`config.mk`:
```
export PLATFORM = sky130hd
export DESIGN_NAME = powered_measurement_sequencer_flat
export DESIGN_NICKNAME = d
export VERILOG_FILES = /design/src/hdl/pms_pkg.sv /design/src/hdl/pms_ifs.sv /design/src/hdl/pms_core.sv /design/src/hdl/pms_out_stage.sv /design/src/hdl/powered_measurement_sequencer.sv /design/src/flat_wrapper.sv
export SDC_FILE = /design/constraint.sdc
export NUM_CORES = 1
export LEC_CHECK = 0
export BUFFER_PORTS_ARGS = -buffer_cell sky130_fd_sc_hd__buf_4
export CORE_ASPECT_RATIO = 1.2
export CORE_MARGIN = 5
export CORE_UTILIZATION = 59
export DETAILED_ROUTE_END_ITERATION = 7
export PLACE_DENSITY = 0.81
export SLEW_MARGIN = 25
export SYNTH_ARGS = -nofsm -noshare
export SYNTH_HDL_FRONTEND = slang
export SYNTH_SLANG_ARGS = --single-unit
```
`constraint.sdc`:
```
create_clock -name clk -period 3.74 [get_ports clk]
set_input_delay 0 -clock clk [delete_from_list [all_inputs] [get_ports clk]]
set_output_delay 0 -clock clk [all_outputs]
set_load 0.01 [all_outputs]
```
`src/hdl/pms_pkg.sv`:
```
// Package for the powered measurement sequencer: phase and event codes,
// request codes, register indexes, the result word type and the averaging math.
// Depends on nothing; every other file of the block imports it.
`default_nettype none

package pms_pkg;

  // Number of samples that make up one average (1 to 256).
  localparam int SAMPLES_PER_AVERAGE = 16;

  // Field and state widths.
  localparam int REQ_W     = 3;
  localparam int SAMPLE_W  = 16;
  localparam int TIME_W    = 16;
  localparam int SUM_W     = 24;
  localparam int AVG_W     = 16;
  localparam int CNT_W     = $clog2(SAMPLES_PER_AVERAGE + 1);
  localparam int CFG_IDX_W = 8;
  localparam int CFG_DAT_W = 16;

  localparam logic [CNT_W-1:0] SPA_CNT = CNT_W'(SAMPLES_PER_AVERAGE);

  // Division of the sum by the sample count as a multiply by a rounded-up
  // reciprocal. With l = ceil(log2(count)) and a shift of SUM_W + l the
  // quotient is exact for every sum below 2**SUM_W.
  localparam int    AVG_L     = $clog2(SAMPLES_PER_AVERAGE);
  localparam int    AVG_SHIFT = SUM_W + AVG_L;
  localparam int    MULT_W    = SUM_W + 1;
  localparam longint AVG_MULT =
    ((64'd1 << AVG_SHIFT) + SAMPLES_PER_AVERAGE - 1) / SAMPLES_PER_AVERAGE;
  localparam logic [MULT_W-1:0] AVG_MULT_V = MULT_W'(AVG_MULT);

  // Register indexes of the configuration port.
  localparam logic [CFG_IDX_W-1:0] CFG_OFF_TIME    = CFG_IDX_W'(0);
  localparam logic [CFG_IDX_W-1:0] CFG_SETTLE_TIME = CFG_IDX_W'(1);

  // Request codes of the input word.
  localparam logic [REQ_W-1:0] REQ_TICK   = 3'd0;
  localparam logic [REQ_W-1:0] REQ_SAMPLE = 3'd1;
  localparam logic [REQ_W-1:0] REQ_STEP   = 3'd2;
  localparam logic [REQ_W-1:0] REQ_READ   = 3'd3;
  localparam logic [REQ_W-1:0] REQ_CLEAR  = 3'd4;

  typedef enum logic [1:0] {
    PH_OFF     = 2'd0,
    PH_SETTLE  = 2'd1,
    PH_MEASURE = 2'd2,
    PH_HELD    = 2'd3
  } phase_t;

  typedef enum logic [1:0] {
    EV_NONE    = 2'd0,
    EV_POWER   = 2'd1,
    EV_CONVERT = 2'd2,
    EV_READY   = 2'd3
  } event_t;

  // One configuration write as seen by the core.
  typedef struct packed {
    logic                 we;
    logic [CFG_IDX_W-1:0] index;
    logic [CFG_DAT_W-1:0] data;
  } cfg_write_t;

  // One result word.
  typedef struct packed {
    event_t              event_code;
    logic [AVG_W-1:0]    reading;
    logic                reading_valid;
    logic                power_on;
    logic                start_conversion;
    phase_t              phase;
    logic [TIME_W-1:0]   elapsed;
  } result_t;

  // Truncated average of a sum over SAMPLES_PER_AVERAGE samples.
  function automatic logic [AVG_W-1:0] avg_of(input logic [SUM_W-1:0] sum);
    logic [SUM_W+MULT_W-1:0] prod;
    prod = {{MULT_W{1'b0}}, sum} * {{SUM_W{1'b0}}, AVG_MULT_V};
    return prod[AVG_SHIFT +: AVG_W];
  endfunction

endpackage

`default_nettype wire

```
`src/hdl/pms_ifs.sv`:
```
// Handshake channel interfaces of the powered measurement sequencer:
// input request words, result words and configuration writes.
// Depends on pms_pkg for the field widths.
`default_nettype none

interface pms_in_if
  import pms_pkg::*;
  ();
  logic                valid;
  logic                ready;
  logic [REQ_W-1:0]    req_type;
  logic [SAMPLE_W-1:0] sample;

  modport source (output valid, output req_type, output sample, input ready);
  modport sink   (input valid, input req_type, input sample, output ready);
endinterface

interface pms_out_if
  import pms_pkg::*;
  ();
  logic              valid;
  logic              ready;
  logic [1:0]        event_code;
  logic [AVG_W-1:0]  reading;
  logic              reading_valid;
  logic              power_on;
  logic              start_conversion;
  logic [1:0]        phase;
  logic [TIME_W-1:0] elapsed;

  modport source (output valid, output event_code, output reading, output reading_valid,
                  output power_on, output start_conversion, output phase,
                  output elapsed, input ready);
  modport sink   (input valid, input event_code, input reading, input reading_valid,
                  input power_on, input start_conversion, input phase,
                  input elapsed, output ready);
endinterface

interface pms_cfg_if
  import pms_pkg::*;
  ();
  logic                 valid;
  logic                 ready;
  logic [CFG_IDX_W-1:0] index;
  logic [CFG_DAT_W-1:0] data;

  modport source (output valid, output index, output data, input ready);
  modport sink   (input valid, input index, input data, output ready);
endinterface

`default_nettype wire

```
`src/hdl/pms_core.sv`:
```
// Sequencer core: configuration registers, phase and measurement state and
// the single-pass next-state logic that forms one result word per request.
// Depends on pms_pkg.
`default_nettype none

module pms_core
  import pms_pkg::*;
(
  input  wire logic                clk,
  input  wire logic                rst_n,
  input  wire logic                accept,
  input  wire logic [REQ_W-1:0]    req_type,
  input  wire logic [SAMPLE_W-1:0] sample,
  input  wire cfg_write_t          cfg,
  output result_t                  result
);

  logic [TIME_W-1:0] off_time_r, settle_time_r;
  phase_t            phase_r, phase_nxt;
  logic [TIME_W-1:0] tick_r, tick_nxt;
  logic [SUM_W-1:0]  sum_r, sum_nxt;
  logic [CNT_W-1:0]  cnt_r, cnt_nxt;
  logic [AVG_W-1:0]  avg_r, avg_nxt;
  logic              avg_valid_r, avg_valid_nxt;
  logic              power_r, power_nxt;

  // Next state and result word for the request at the input.
  always_comb begin
    logic [SUM_W-1:0] sum_base;
    event_t           ev;
    logic [AVG_W-1:0] rd;
    logic             rd_ok;
    logic             conv;
    sum_base      = '0;
    phase_nxt     = phase_r;
    tick_nxt      = tick_r;
    sum_nxt       = sum_r;
    cnt_nxt       = cnt_r;
    avg_nxt       = avg_r;
    avg_valid_nxt = avg_valid_r;
    power_nxt     = power_r;
    ev            = EV_NONE;
    rd            = '0;
    rd_ok         = 1'b0;
    conv          = 1'b0;
    case (req_type)
      REQ_TICK: begin
        if (tick_r != {TIME_W{1'b1}}) begin
          tick_nxt = tick_r + TIME_W'(1);
        end
      end
      REQ_SAMPLE: begin
        // A fresh measurement restarts the sum with its first sample.
        sum_base = (cnt_r == '0) ? '0 : sum_r;
        sum_nxt  = sum_base;
        if (cnt_r < SPA_CNT) begin
          sum_nxt = sum_base + {{(SUM_W-SAMPLE_W){1'b0}}, sample};
          cnt_nxt = cnt_r + CNT_W'(1);
        end
        if (cnt_nxt >= SPA_CNT) begin
          avg_nxt       = avg_of(sum_nxt);
          avg_valid_nxt = 1'b1;
        end else begin
          conv = 1'b1;
        end
      end
      REQ_STEP: begin
        case (phase_r)
          PH_OFF: begin
            if (tick_r >= off_time_r) begin
              tick_nxt  = '0;
              phase_nxt = PH_SETTLE;
              power_nxt = 1'b1;
              ev        = EV_POWER;
            end
          end
          PH_SETTLE: begin
            if (tick_r >= settle_time_r) begin
              tick_nxt  = '0;
              phase_nxt = PH_MEASURE;
              conv      = 1'b1;
              ev        = EV_CONVERT;
            end
          end
          PH_MEASURE: begin
            if (avg_valid_r) begin
              phase_nxt = PH_HELD;
              ev        = EV_READY;
            end
          end
          PH_HELD: begin
            // The result phase is left only once the average has been read.
            if (!avg_valid_r) begin
              phase_nxt = PH_OFF;
              power_nxt = 1'b0;
              tick_nxt  = '0;
              ev        = EV_READY;
            end else begin
              ev = EV_POWER;
            end
          end
          default: begin
            ev = EV_NONE;
          end
        endcase
      end
      REQ_READ: begin
        // A read in the result phase hands out the average and restarts.
        if (phase_r == PH_HELD) begin
          rd            = avg_r;
          rd_ok         = 1'b1;
          avg_valid_nxt = 1'b0;
          cnt_nxt       = '0;
          phase_nxt     = PH_OFF;
          power_nxt     = 1'b0;
          tick_nxt      = '0;
        end
      end
      REQ_CLEAR: begin
        tick_nxt = '0;
      end
      default: begin
        ev = EV_NONE;
      end
    endcase
    result.event_code       = ev;
    result.reading          = rd;
    result.reading_valid    = rd_ok;
    result.power_on         = power_nxt;
    result.start_conversion = conv;
    result.phase            = phase_nxt;
    result.elapsed          = tick_nxt;
  end

  // State registers, updated on each accepted word and on configuration writes.
  always_ff @(posedge clk) begin
    if (!rst_n) begin
      off_time_r    <= TIME_W'(1000);
      settle_time_r <= TIME_W'(10);
      phase_r       <= PH_OFF;
      tick_r        <= '0;
      sum_r         <= '0;
      cnt_r         <= '0;
      avg_r         <= '0;
      avg_valid_r   <= 1'b0;
      power_r       <= 1'b0;
    end else begin
      if (cfg.we && cfg.index == CFG_OFF_TIME) begin
        off_time_r <= cfg.data;
      end
      if (cfg.we && cfg.index == CFG_SETTLE_TIME) begin
        settle_time_r <= cfg.data;
      end
      if (accept) begin
        phase_r     <= phase_nxt;
        tick_r      <= tick_nxt;
        sum_r       <= sum_nxt;
        cnt_r       <= cnt_nxt;
        avg_r       <= avg_nxt;
        avg_valid_r <= avg_valid_nxt;
        power_r     <= power_nxt;
      end
    end
  end

endmodule

`default_nettype wire

```
`src/hdl/pms_out_stage.sv`:
```
// Result register of the sequencer: holds one result word until the sink
// takes it and accepts a new one in the same cycle. Depends on pms_pkg.
`default_nettype none

module pms_out_stage
  import pms_pkg::*;
(
  input  wire logic    clk,
  input  wire logic    rst_n,
  input  wire logic    in_valid,
  output logic         in_ready,
  input  wire result_t in_word,
  output logic         out_valid,
  input  wire logic    out_ready,
  output result_t      out_word
);

  logic    valid_r;
  result_t word_r;

  // Space exists when the register is empty or is being emptied now.
  assign in_ready  = !valid_r || out_ready;
  assign out_valid = valid_r;
  assign out_word  = word_r;

  always_ff @(posedge clk) begin
    if (!rst_n) begin
      valid_r <= 1'b0;
    end else if (in_ready) begin
      valid_r <= in_valid;
    end
  end

  // Payload needs no reset.
  always_ff @(posedge clk) begin
    if (in_valid && in_ready) begin
      word_r <= in_word;
    end
  end

endmodule

`default_nettype wire

```
`src/hdl/powered_measurement_sequencer.sv`:
```
// Powered measurement sequencer, top level.
// Output: a result word is registered and appears in the cycle after its request word is accepted.
// Throughput: one word per cycle while the sink keeps ready high; the single result register sets this figure.
// Reset: synchronous, active low; clears phase, counters, sum and average,
// switches power off and loads off_time 1000 and settle_time 10.
`default_nettype none

module powered_measurement_sequencer
  import pms_pkg::*;
(
  input  wire logic clk,
  input  wire logic rst_n,
  pms_in_if.sink    in_ch,
  pms_out_if.source out_ch,
  pms_cfg_if.sink   cfg_ch
);

  logic       accept;
  logic       stage_ready;
  cfg_write_t cfg;
  result_t    core_word;
  result_t    out_word;

  // Configuration writes are always taken.
  assign cfg_ch.ready = 1'b1;
  assign cfg.we       = cfg_ch.valid;
  assign cfg.index    = cfg_ch.index;
  assign cfg.data     = cfg_ch.data;

  assign in_ch.ready = stage_ready;
  assign accept      = in_ch.valid && stage_ready;

  pms_core u_core (
    .clk      (clk),
    .rst_n    (rst_n),
    .accept   (accept),
    .req_type (in_ch.req_type),
    .sample   (in_ch.sample),
    .cfg      (cfg),
    .result   (core_word)
  );

  pms_out_stage u_out (
    .clk       (clk),
    .rst_n     (rst_n),
    .in_valid  (in_ch.valid),
    .in_ready  (stage_ready),
    .in_word   (core_word),
    .out_valid (out_ch.valid),
    .out_ready (out_ch.ready),
    .out_word  (out_word)
  );

  // Unpack the result word onto the channel.
  assign out_ch.event_code       = out_word.event_code;
  assign out_ch.reading          = out_word.reading;
  assign out_ch.reading_valid    = out_word.reading_valid;
  assign out_ch.power_on         = out_word.power_on;
  assign out_ch.start_conversion = out_word.start_conversion;
  assign out_ch.phase            = out_word.phase;
  assign out_ch.elapsed          = out_word.elapsed;

`ifndef SYNTHESIS
  // Sensor power is on exactly outside the off wait.
  a_power_phase: assert property (@(posedge clk) disable iff (!rst_n)
    out_ch.valid |-> (out_ch.power_on == (out_ch.phase != PH_OFF)))
    else $error("power level disagrees with phase");

  // A valid read always restarts the sequence with power off.
  a_read_restart: assert property (@(posedge clk) disable iff (!rst_n)
    (out_ch.valid && out_ch.reading_valid) |->
      (out_ch.phase == PH_OFF && !out_ch.power_on && out_ch.elapsed == '0))
    else $error("valid read did not restart the sequence");

  // An accepted request always leaves a result word in the register.
  a_accept_result: assert property (@(posedge clk) disable iff (!rst_n)
    (in_ch.valid && in_ch.ready) |=> out_ch.valid)
    else $error("accepted word produced no result");

  // A conversion request never comes with a ready event or a read.
  a_conv_excl: assert property (@(posedge clk) disable iff (!rst_n)
    (out_ch.valid && out_ch.start_conversion) |->
      (out_ch.event_code != EV_READY && !out_ch.reading_valid))
    else $error("conversion request with ready event or read");
`endif

endmodule

`default_nettype wire

```
`src/flat_wrapper.sv`:
```
// flat-port wrapper written by rule: the top's interface ports become plain ports
module powered_measurement_sequencer_flat import pms_pkg::*;
  (clk, rst_n, in_ch_valid, in_ch_req_type, in_ch_sample, in_ch_ready, out_ch_valid, out_ch_event_code, out_ch_reading, out_ch_reading_valid, out_ch_power_on, out_ch_start_conversion, out_ch_phase, out_ch_elapsed, out_ch_ready, cfg_ch_valid, cfg_ch_index, cfg_ch_data, cfg_ch_ready);
  pms_in_if in_ch_i ();
  pms_out_if out_ch_i ();
  pms_cfg_if cfg_ch_i ();
  input  wire logic clk;
  input  wire logic rst_n;
  input wire logic [$bits(in_ch_i.valid)-1:0] in_ch_valid;
  input wire logic [$bits(in_ch_i.req_type)-1:0] in_ch_req_type;
  input wire logic [$bits(in_ch_i.sample)-1:0] in_ch_sample;
  output wire logic [$bits(in_ch_i.ready)-1:0] in_ch_ready;
  output wire logic [$bits(out_ch_i.valid)-1:0] out_ch_valid;
  output wire logic [$bits(out_ch_i.event_code)-1:0] out_ch_event_code;
  output wire logic [$bits(out_ch_i.reading)-1:0] out_ch_reading;
  output wire logic [$bits(out_ch_i.reading_valid)-1:0] out_ch_reading_valid;
  output wire logic [$bits(out_ch_i.power_on)-1:0] out_ch_power_on;
  output wire logic [$bits(out_ch_i.start_conversion)-1:0] out_ch_start_conversion;
  output wire logic [$bits(out_ch_i.phase)-1:0] out_ch_phase;
  output wire logic [$bits(out_ch_i.elapsed)-1:0] out_ch_elapsed;
  input wire logic [$bits(out_ch_i.ready)-1:0] out_ch_ready;
  input wire logic [$bits(cfg_ch_i.valid)-1:0] cfg_ch_valid;
  input wire logic [$bits(cfg_ch_i.index)-1:0] cfg_ch_index;
  input wire logic [$bits(cfg_ch_i.data)-1:0] cfg_ch_data;
  output wire logic [$bits(cfg_ch_i.ready)-1:0] cfg_ch_ready;
  assign in_ch_i.valid = in_ch_valid;
  assign in_ch_i.req_type = in_ch_req_type;
  assign in_ch_i.sample = in_ch_sample;
  assign in_ch_ready = in_ch_i.ready;
  assign out_ch_valid = out_ch_i.valid;
  assign out_ch_event_code = out_ch_i.event_code;
  assign out_ch_reading = out_ch_i.reading;
  assign out_ch_reading_valid = out_ch_i.reading_valid;
  assign out_ch_power_on = out_ch_i.power_on;
  assign out_ch_start_conversion = out_ch_i.start_conversion;
  assign out_ch_phase = out_ch_i.phase;
  assign out_ch_elapsed = out_ch_i.elapsed;
  assign out_ch_i.ready = out_ch_ready;
  assign cfg_ch_i.valid = cfg_ch_valid;
  assign cfg_ch_i.index = cfg_ch_index;
  assign cfg_ch_i.data = cfg_ch_data;
  assign cfg_ch_ready = cfg_ch_i.ready;
  powered_measurement_sequencer u_core (.clk(clk), .rst_n(rst_n), .in_ch(in_ch_i), .out_ch(out_ch_i), .cfg_ch(cfg_ch_i));
endmodule
```
; After elaboration in Yosys (flattened, before gate mapping)
; Cells that the tools add are included.
[word_totals]
wordCells = 88
output_inout_bits = 42
ff_bits = 137
[classes]
addsub = 3
magnitude_cmp = 4
n_reduce_logical = 15
n_eq_ne = 11
n_mux = 38
[ops]
columns = op, n
row1 = 2-to-1 mux 16 bit, 5
row2 = one-hot mux 16 bit (4 select lines), 1
row3 = 2-to-1 mux 24 bit, 2
row4 = one-hot mux 16 bit (3 select lines), 1
row5 = greater-or-equal comparator 16 bit, 2
row6 = adder 24 x 16 -> 24 bit, 1
row7 = adder 16 x 1 -> 16 bit (second input constant), 1
row8 = 2-to-1 mux 2 bit, 8
row9 = inequality test 16 bit (second input constant), 1
row10 = one-hot mux 2 bit (4 select lines), 2
row11 = 2-to-1 mux 5 bit, 3
row12 = 2-to-1 mux 1 bit, 10
row13 = one-hot mux 5 bit (2 select lines), 1
row14 = equality test 8 x 1 -> 1 bit (second input constant), 1
row15 = zero test 8 bit, 1
row16 = one-hot mux 1 bit (2 select lines), 4
row17 = equality test 3 x 2 -> 1 bit (second input constant), 2
row18 = AND reduction 3 bit, 2
row19 = adder 5 x 1 -> 5 bit (second input constant), 1
row20 = greater-or-equal comparator 5 bit (second input constant), 1
row21 = zero test 5 bit, 1
row22 = less-than comparator 5 bit (second input constant), 1
row23 = equality test 2 bit (second input constant), 2
row24 = inequality test 2 bit (second input constant), 2
row25 = other kinds (12), 15

; Logic depth before layout (Yosys ltp)
[depth]
word_depth = 6
ltp_mapped = 15
ltp_nobuf = 14

; Modules after synthesis
; A second synthesis with hierarchy kept.
[hier_totals]
cells_unflattened = 860
area_unflattened_um2 = 7629.8
[modules_own_cells]
columns = module, area_each_um2, seq_area_each_um2, cells_per_inst, instances
row1 = pms_core, 6383.6, 1861.8, 813, 1
row2 = pms_out_stage, 1228.7, 1191.1, 44, 1
row3 = powered_measurement_sequencer, 17.5, 0.0, 3, 1

; Least setup slack after synthesis
; No wires, ideal clock.
[synth_path]
path_type = register -> register
start = register u_core.u_core.cnt_r[0]
end = register u_core.u_core.avg_r[12]
t_required_ps = 3639
path_stages_with_launch = 16
period_less_slack_ps = 3323
setup_slack_ps = 417
t_arrival_ps = 3222
cell_sequence = dfxtp_1 -> inv_1 -> ha_1 -> nand2_1 -> or2_2 -> clkbuf_1 -> and2_1 -> ha_1 -> fa_1 -> a211oi_1 -> o21ai_1 -> o2111a_1 -> o21ai_1 -> nand4_1 -> o211a_1 -> o41ai_1
[synth_via]
elab_chain_cells = 5
elab_cells_between_ends = 10
cone_classes = 2 x add/sub / 2 x order compare / 4 x mux / 2 x reduce/logical
[synth_lines]
columns = item, line_no
row1 = from (decl), pms_core.sv:22  ; logic [CNT_W-1:0] cnt_r, cnt_nxt;
row2 = from (signal assigned), pms_core.sv:158  ; cnt_r <= cnt_nxt;
row3 = adder 5 x 1 -> 5 bit or less-than comparator 5 bit (tied branches), "pms_core.sv:58, pms_core.sv:56"
row4 = 2-to-1 mux 5 bit, pms_core.sv:56  ; if (cnt_r < SPA_CNT) begin
row5 = 2-to-1 mux 5 bit, pms_core.sv:46  ; case (req_type)
row6 = greater-or-equal comparator 5 bit, pms_core.sv:60  ; if (cnt_nxt >= SPA_CNT) begin
row7 = AND reduction 3 bit (no line), --
row8 = to (signal assigned), pms_core.sv:159  ; avg_r <= avg_nxt;
row9 = to (decl), pms_core.sv:23  ; logic [AVG_W-1:0] avg_r, avg_nxt;
; Parallel ways exist; a longest one is shown, timed or not. The select of a mux whose other input is x is not followed.
; A chain may end at the register's enable or synchronous reset.

; Final worst setup path
[layout_path]
start = register u_core.u_core.cnt_r[0]
end = register u_core.u_core.sum_r[19]
[layout_via]
elab_chain_cells = 4
elab_cells_between_ends = 5
cone_classes = 1 x add/sub / 1 x order compare / 2 x mux / 1 x reduce/logical
[layout_lines]
columns = item, line_no
row1 = zero test 5 bit, pms_core.sv:54  ; sum_base = (cnt_r == '0) ? '0 : sum_r;
row2 = 2-to-1 mux 24 bit, pms_core.sv:54
row3 = adder 24 x 16 -> 24 bit, pms_core.sv:57  ; sum_nxt = sum_base + {{(SUM_W-SAMPLE_W){1'b0}}, sample};
row4 = 2-to-1 mux 24 bit (*), pms_core.sv:56
row5 = to (signal assigned), pms_core.sv:157  ; sum_r <= sum_nxt;
row6 = to (decl), pms_core.sv:21  ; logic [SUM_W-1:0] sum_r, sum_nxt;
; Mark *: on every way between the ends. The rest lies on a longest branch, timed or not.

==> impl_results.md <==
* Die W at 114 um
* Cell Chain, Critical Path: inv_1 -> ha_1 -> nand2_1 -> or2_2 -> buf_4 -> and2_1 -> ha_1 -> o21ai_2 -> o21a_4 -> nor3_4 -> a21bo_4 -> a41oi_4 -> or4_1 -> a31oi_1
* Worst Path Arrival at 3.84 ns
* Area contributors post-synth: dfxtp_1 25%, edfxtp_1 15%, ha_1 9.3%
* Placed Area at 8500 um2
* Drt pass-1 iters at 5
* Post-detail-place hpwl at 14000 um
* CP startpoint kind: flip-flop
* Tot GR Track Use at 26.9%
* GPL Wtd Cong at 0.973
* First-pass GRT wire length at 33000 um
* FF-to-FF setup slack at 0.23 ns
* Worst-Skew Late Latency at 0.43 ns
* Clock buffer depth at 2
* R2R Path End: u_core.u_core.sum_r[19]$_SDFFE_PN0P_
* Critical path fanouts, max at 9
* Nature of the critical path endpoint: flip-flop
* Most frequent cell on the critical path: ha_1
* DRC at 0
* Fin. Hold Viols at 0
* Distinct cells, synth at 72
* CP Buf/Inv Count at 2
* CTS sink cnt at 133
* Total CTS buffers at 17
* Rel. slew slack at 31.0%
* Critical path's largest stage delay at 0.55 ns
* # diodes at 0
* Initial DRC Count at 410
* Mapped Area at 7660 um2
* Fmax achieved at 285 MHz
* Synthesized flop and latch total at 133
* Final min period at 3.51 ns
* # Post-CTS Setup Buffers at 0
* Max H-tree Level at 4
* Fin area at 9320 um2
* NetSw at 0.000793 W
* Hold depth at 4
* Tcrit/Tclk final at 93.9%
* Register area at 3050 um2
* Initial antenna violation count at 0
* TritonCTS clock tree: yes
* Gate Count Post-Synth at 887
* Fraction of registers with async set/reset at 0%
* Combinational fraction of design power at 7.5%
* Core ar. at 12700 um2
* Largest net degree at the start of global routing at 58
* Worst R2R Start: u_core.u_core.cnt_r[0]$_SDFFE_PN0P_
* Peak supply drop at 0.000292 V
* Hold wc startpoint: in_ch_req_type[1]
* Worst Hold Path EP: u_core.u_core.tick_r[5]$_SDFFE_PN0P_
* Yosys warning count at 0
* Post-synth top area share at 24.6%
* Post-synth EDFFs at 39
* Vias/cell at 6.03
* CP delay by family, top: simple AND/OR/NAND/NOR gates
* FF-to-FF path depth at 14
* Fill cell total of the finished layout at 965
* Area leader, netlist: dfxtp_1
* Worst Tran Pin Value at 1.03 ns
* RSZ-0062 raised after global routing: no
* Flop pwr share at 43.8%
* Syn nets at 993
* Number of port buffers at 88
* Post-synth top cells: 98 x nand2_1, 94 x dfxtp_1, 83 x nor2_1, 65 x a21oi_1, 62 x o21ai_0
* Final net count at 1097
* Max-Cap Viols at 0
* WL/cell at 17.2 um
* CP Data Required Time at 4.07 ns
* Mean Syn Cell Area at 8.64 um2
* Final setup vio count at 0
* Clk pwr share at 48.7%
* Detail Route Antenna Nets at 0
* # IOs at 90
* Seq/Total Area, Yosys at 39.8%
* WS Path Type: reg2reg
* Die footprint at 15400 um2
* Power Total at 0.00347 W
* Die height at 135 um
* Routed WL at 20100 um
* Synthesis-to-layout area growth at 21.6%
* Leakage power total at 3.87 nW
* Switch share at 22.9%
* Clk slew on worst S/H paths at 0.06 ns
* Vias at 7043
* Pint at 0.00267 W
* Multi-input combinational cell area at 4310 um2
* Setup TNS at 0 ns
* Crit-path slowest cell: or4_1
* CTS Root Cell: clkbuf_16
* Number of global-route vias before repair at 6935
* Top-count cell post-synth: nand2_1
* Site row count at 45
* Most used DFF post-synth: dfxtp_1
* Initial Util at 60.2%
* Pwr dens at 372 nW/um2
* Grt ovf at 0
* Share of layout cells above drive strength 1 at 15.1%
* Fin Clk Skew at 0.00850 ns
* Slew Viols, Final at 0
* Status: finished clean
* HP Class: in2reg
[power by group through the flow]
stage	sequential [W]	clock, W	combinational (W)
2_1_floorplan	0.00156	0	0.000114
3_3_place_gp	0.00155	0	0.000234
3_5_place_dp	0.00155	0	0.000238
4_1_cts	0.00152	0.00170	0.000257
5_1_grt	0.00152	0.00177	0.000281
6_report	0.00152	0.00169	0.000260
[routing by layer]
metal / track usage [%] / vias up / routed length (um)
met5: 0 / - / 0
met4: 14.3 / 0 / 885
met3: 6.28 / 62 / 1210
met2: 47.2 / 256 / 10100
met1: 30.0 / 3318 / 7950
li1: - / 3407 / -
[metrics by stage]
stage          hold slack [ns]  instances  util, %  worst slack [ns]
2_1_floorplan            0.125        887        -             0.417
4_1_cts                 0.0112       1168     73.2             0.201
3_5_place_dp             0.238       1115     66.8             0.233
6_report                0.0289       1168     73.2             0.229
5_1_grt                 0.0419       1168     73.2            0.0778
3_3_place_gp             0.228       1115     66.8             0.321
[cells by family (layout without fill, tap and decap cells)]
kind of cell	after synthesis	in the layout	synth area share, %
other	1	1	0.0489
XOR/XNOR	15	15	1.71
AND/OR/NAND/NOR	328	328	20.6
flip-flops	133	133	39.8
multiplexers	35	35	4.59
buffers and inverters	84	201	4.23
AO/OA/AOI/OAI	233	233	19.5
adder cells (fa/ha/maj)	58	58	9.57
[worst max-delay path by stage]
stage	slack, ns	end	cells past startpoint	start
2_1_floorplan	0.42	u_core.u_core.avg_r[12]$_SDFFE_PN0P_	15	u_core.u_core.cnt_r[0]$_SDFFE_PN0P_
3_3_place_gp	0.32	u_core.u_core.avg_r[12]$_SDFFE_PN0P_	14	u_core.u_core.cnt_r[0]$_SDFFE_PN0P_
3_5_place_dp	0.23	u_core.u_core.avg_r[12]$_SDFFE_PN0P_	14	u_core.u_core.cnt_r[0]$_SDFFE_PN0P_
4_1_cts	0.20	u_core.u_core.avg_r[12]$_SDFFE_PN0P_	14	u_core.u_core.cnt_r[0]$_SDFFE_PN0P_
5_1_grt	0.08	u_core.u_core.sum_r[19]$_SDFFE_PN0P_	14	u_core.u_core.cnt_r[0]$_SDFFE_PN0P_
6_report	0.23	u_core.u_core.sum_r[19]$_SDFFE_PN0P_	14	u_core.u_core.cnt_r[0]$_SDFFE_PN0P_
[flip-flops by register name, indices dropped and copies added, names as in the netlist]
signal and cells:
u_core.u_core.sum_r 20, u_core.u_out.out_valid 1, u_core.u_core.avg_r 16, u_core.u_core.cnt_r 5, u_core.u_core.settle_time_r 16, u_core.u_core.power_r 1, u_core.u_core.off_time_r 16, u_core.u_core.avg_valid_r 1
u_core.u_core.tick_r 16, u_core.u_out.out_word 39, u_core.u_core.phase_r 2
[worst reg2reg max path, delay by kind of cell (launching register included)]
family,cells,cell delay (ns)
DFF,1,0.34
buffers and inverters,2,0.24
and+or+nand+nor,5,1.40
adders and majority gates,2,0.54
AOI/OAI and AO/OA,5,0.89
[area by class of cell]
type / instances / area share [%]
multi-input cells: 670 / 46.2
flip-flops and latches: 133 / 32.8
repair buffers: 123 / 10.5
clock buffers: 20 / 5.14
well taps: 164 / 2.20
inverters: 46 / 1.85
clock inverters: 12 / 1.32
[layout by cell type (no fill, tap or decap), types with 3 or more instances in the layout]
cell and count:
buf_4 102, nand2_1 98, dfxtp_1 94, nor2_1 82, a21oi_1 65, o21ai_0 61, ha_1 57, inv_1 44
edfxtp_1 39, and2_1 35, mux2i_1 34, nand3_1 27, dlygate4sd3_1 21, clkbuf_16 19, a31oi_1 18, nor3_1 17
o211ai_1 16, nand4_1 13, nand2b_1 13, a211oi_1 11, a21o_1 9, or3_1 8, xor2_1 8, xnor2_1 7
o21a_1 6, and3_1 6, nor2b_1 5, or2_2 5, nor3_2 4, or4_1 4, o22ai_1 3, o41ai_1 3
nor4_1 3, o21ai_1 3, o31ai_1 3, clkinv_1 3, clkinv_4 3
[what timing repair did]
action | CTS | global route
resized for setup | 0 | 2
hold endpoints to repair | 35 | 0
setup endpoints to repair | 0 | 2
hold buffers | 21 | 0
Power figures use the tool's default switching activity.
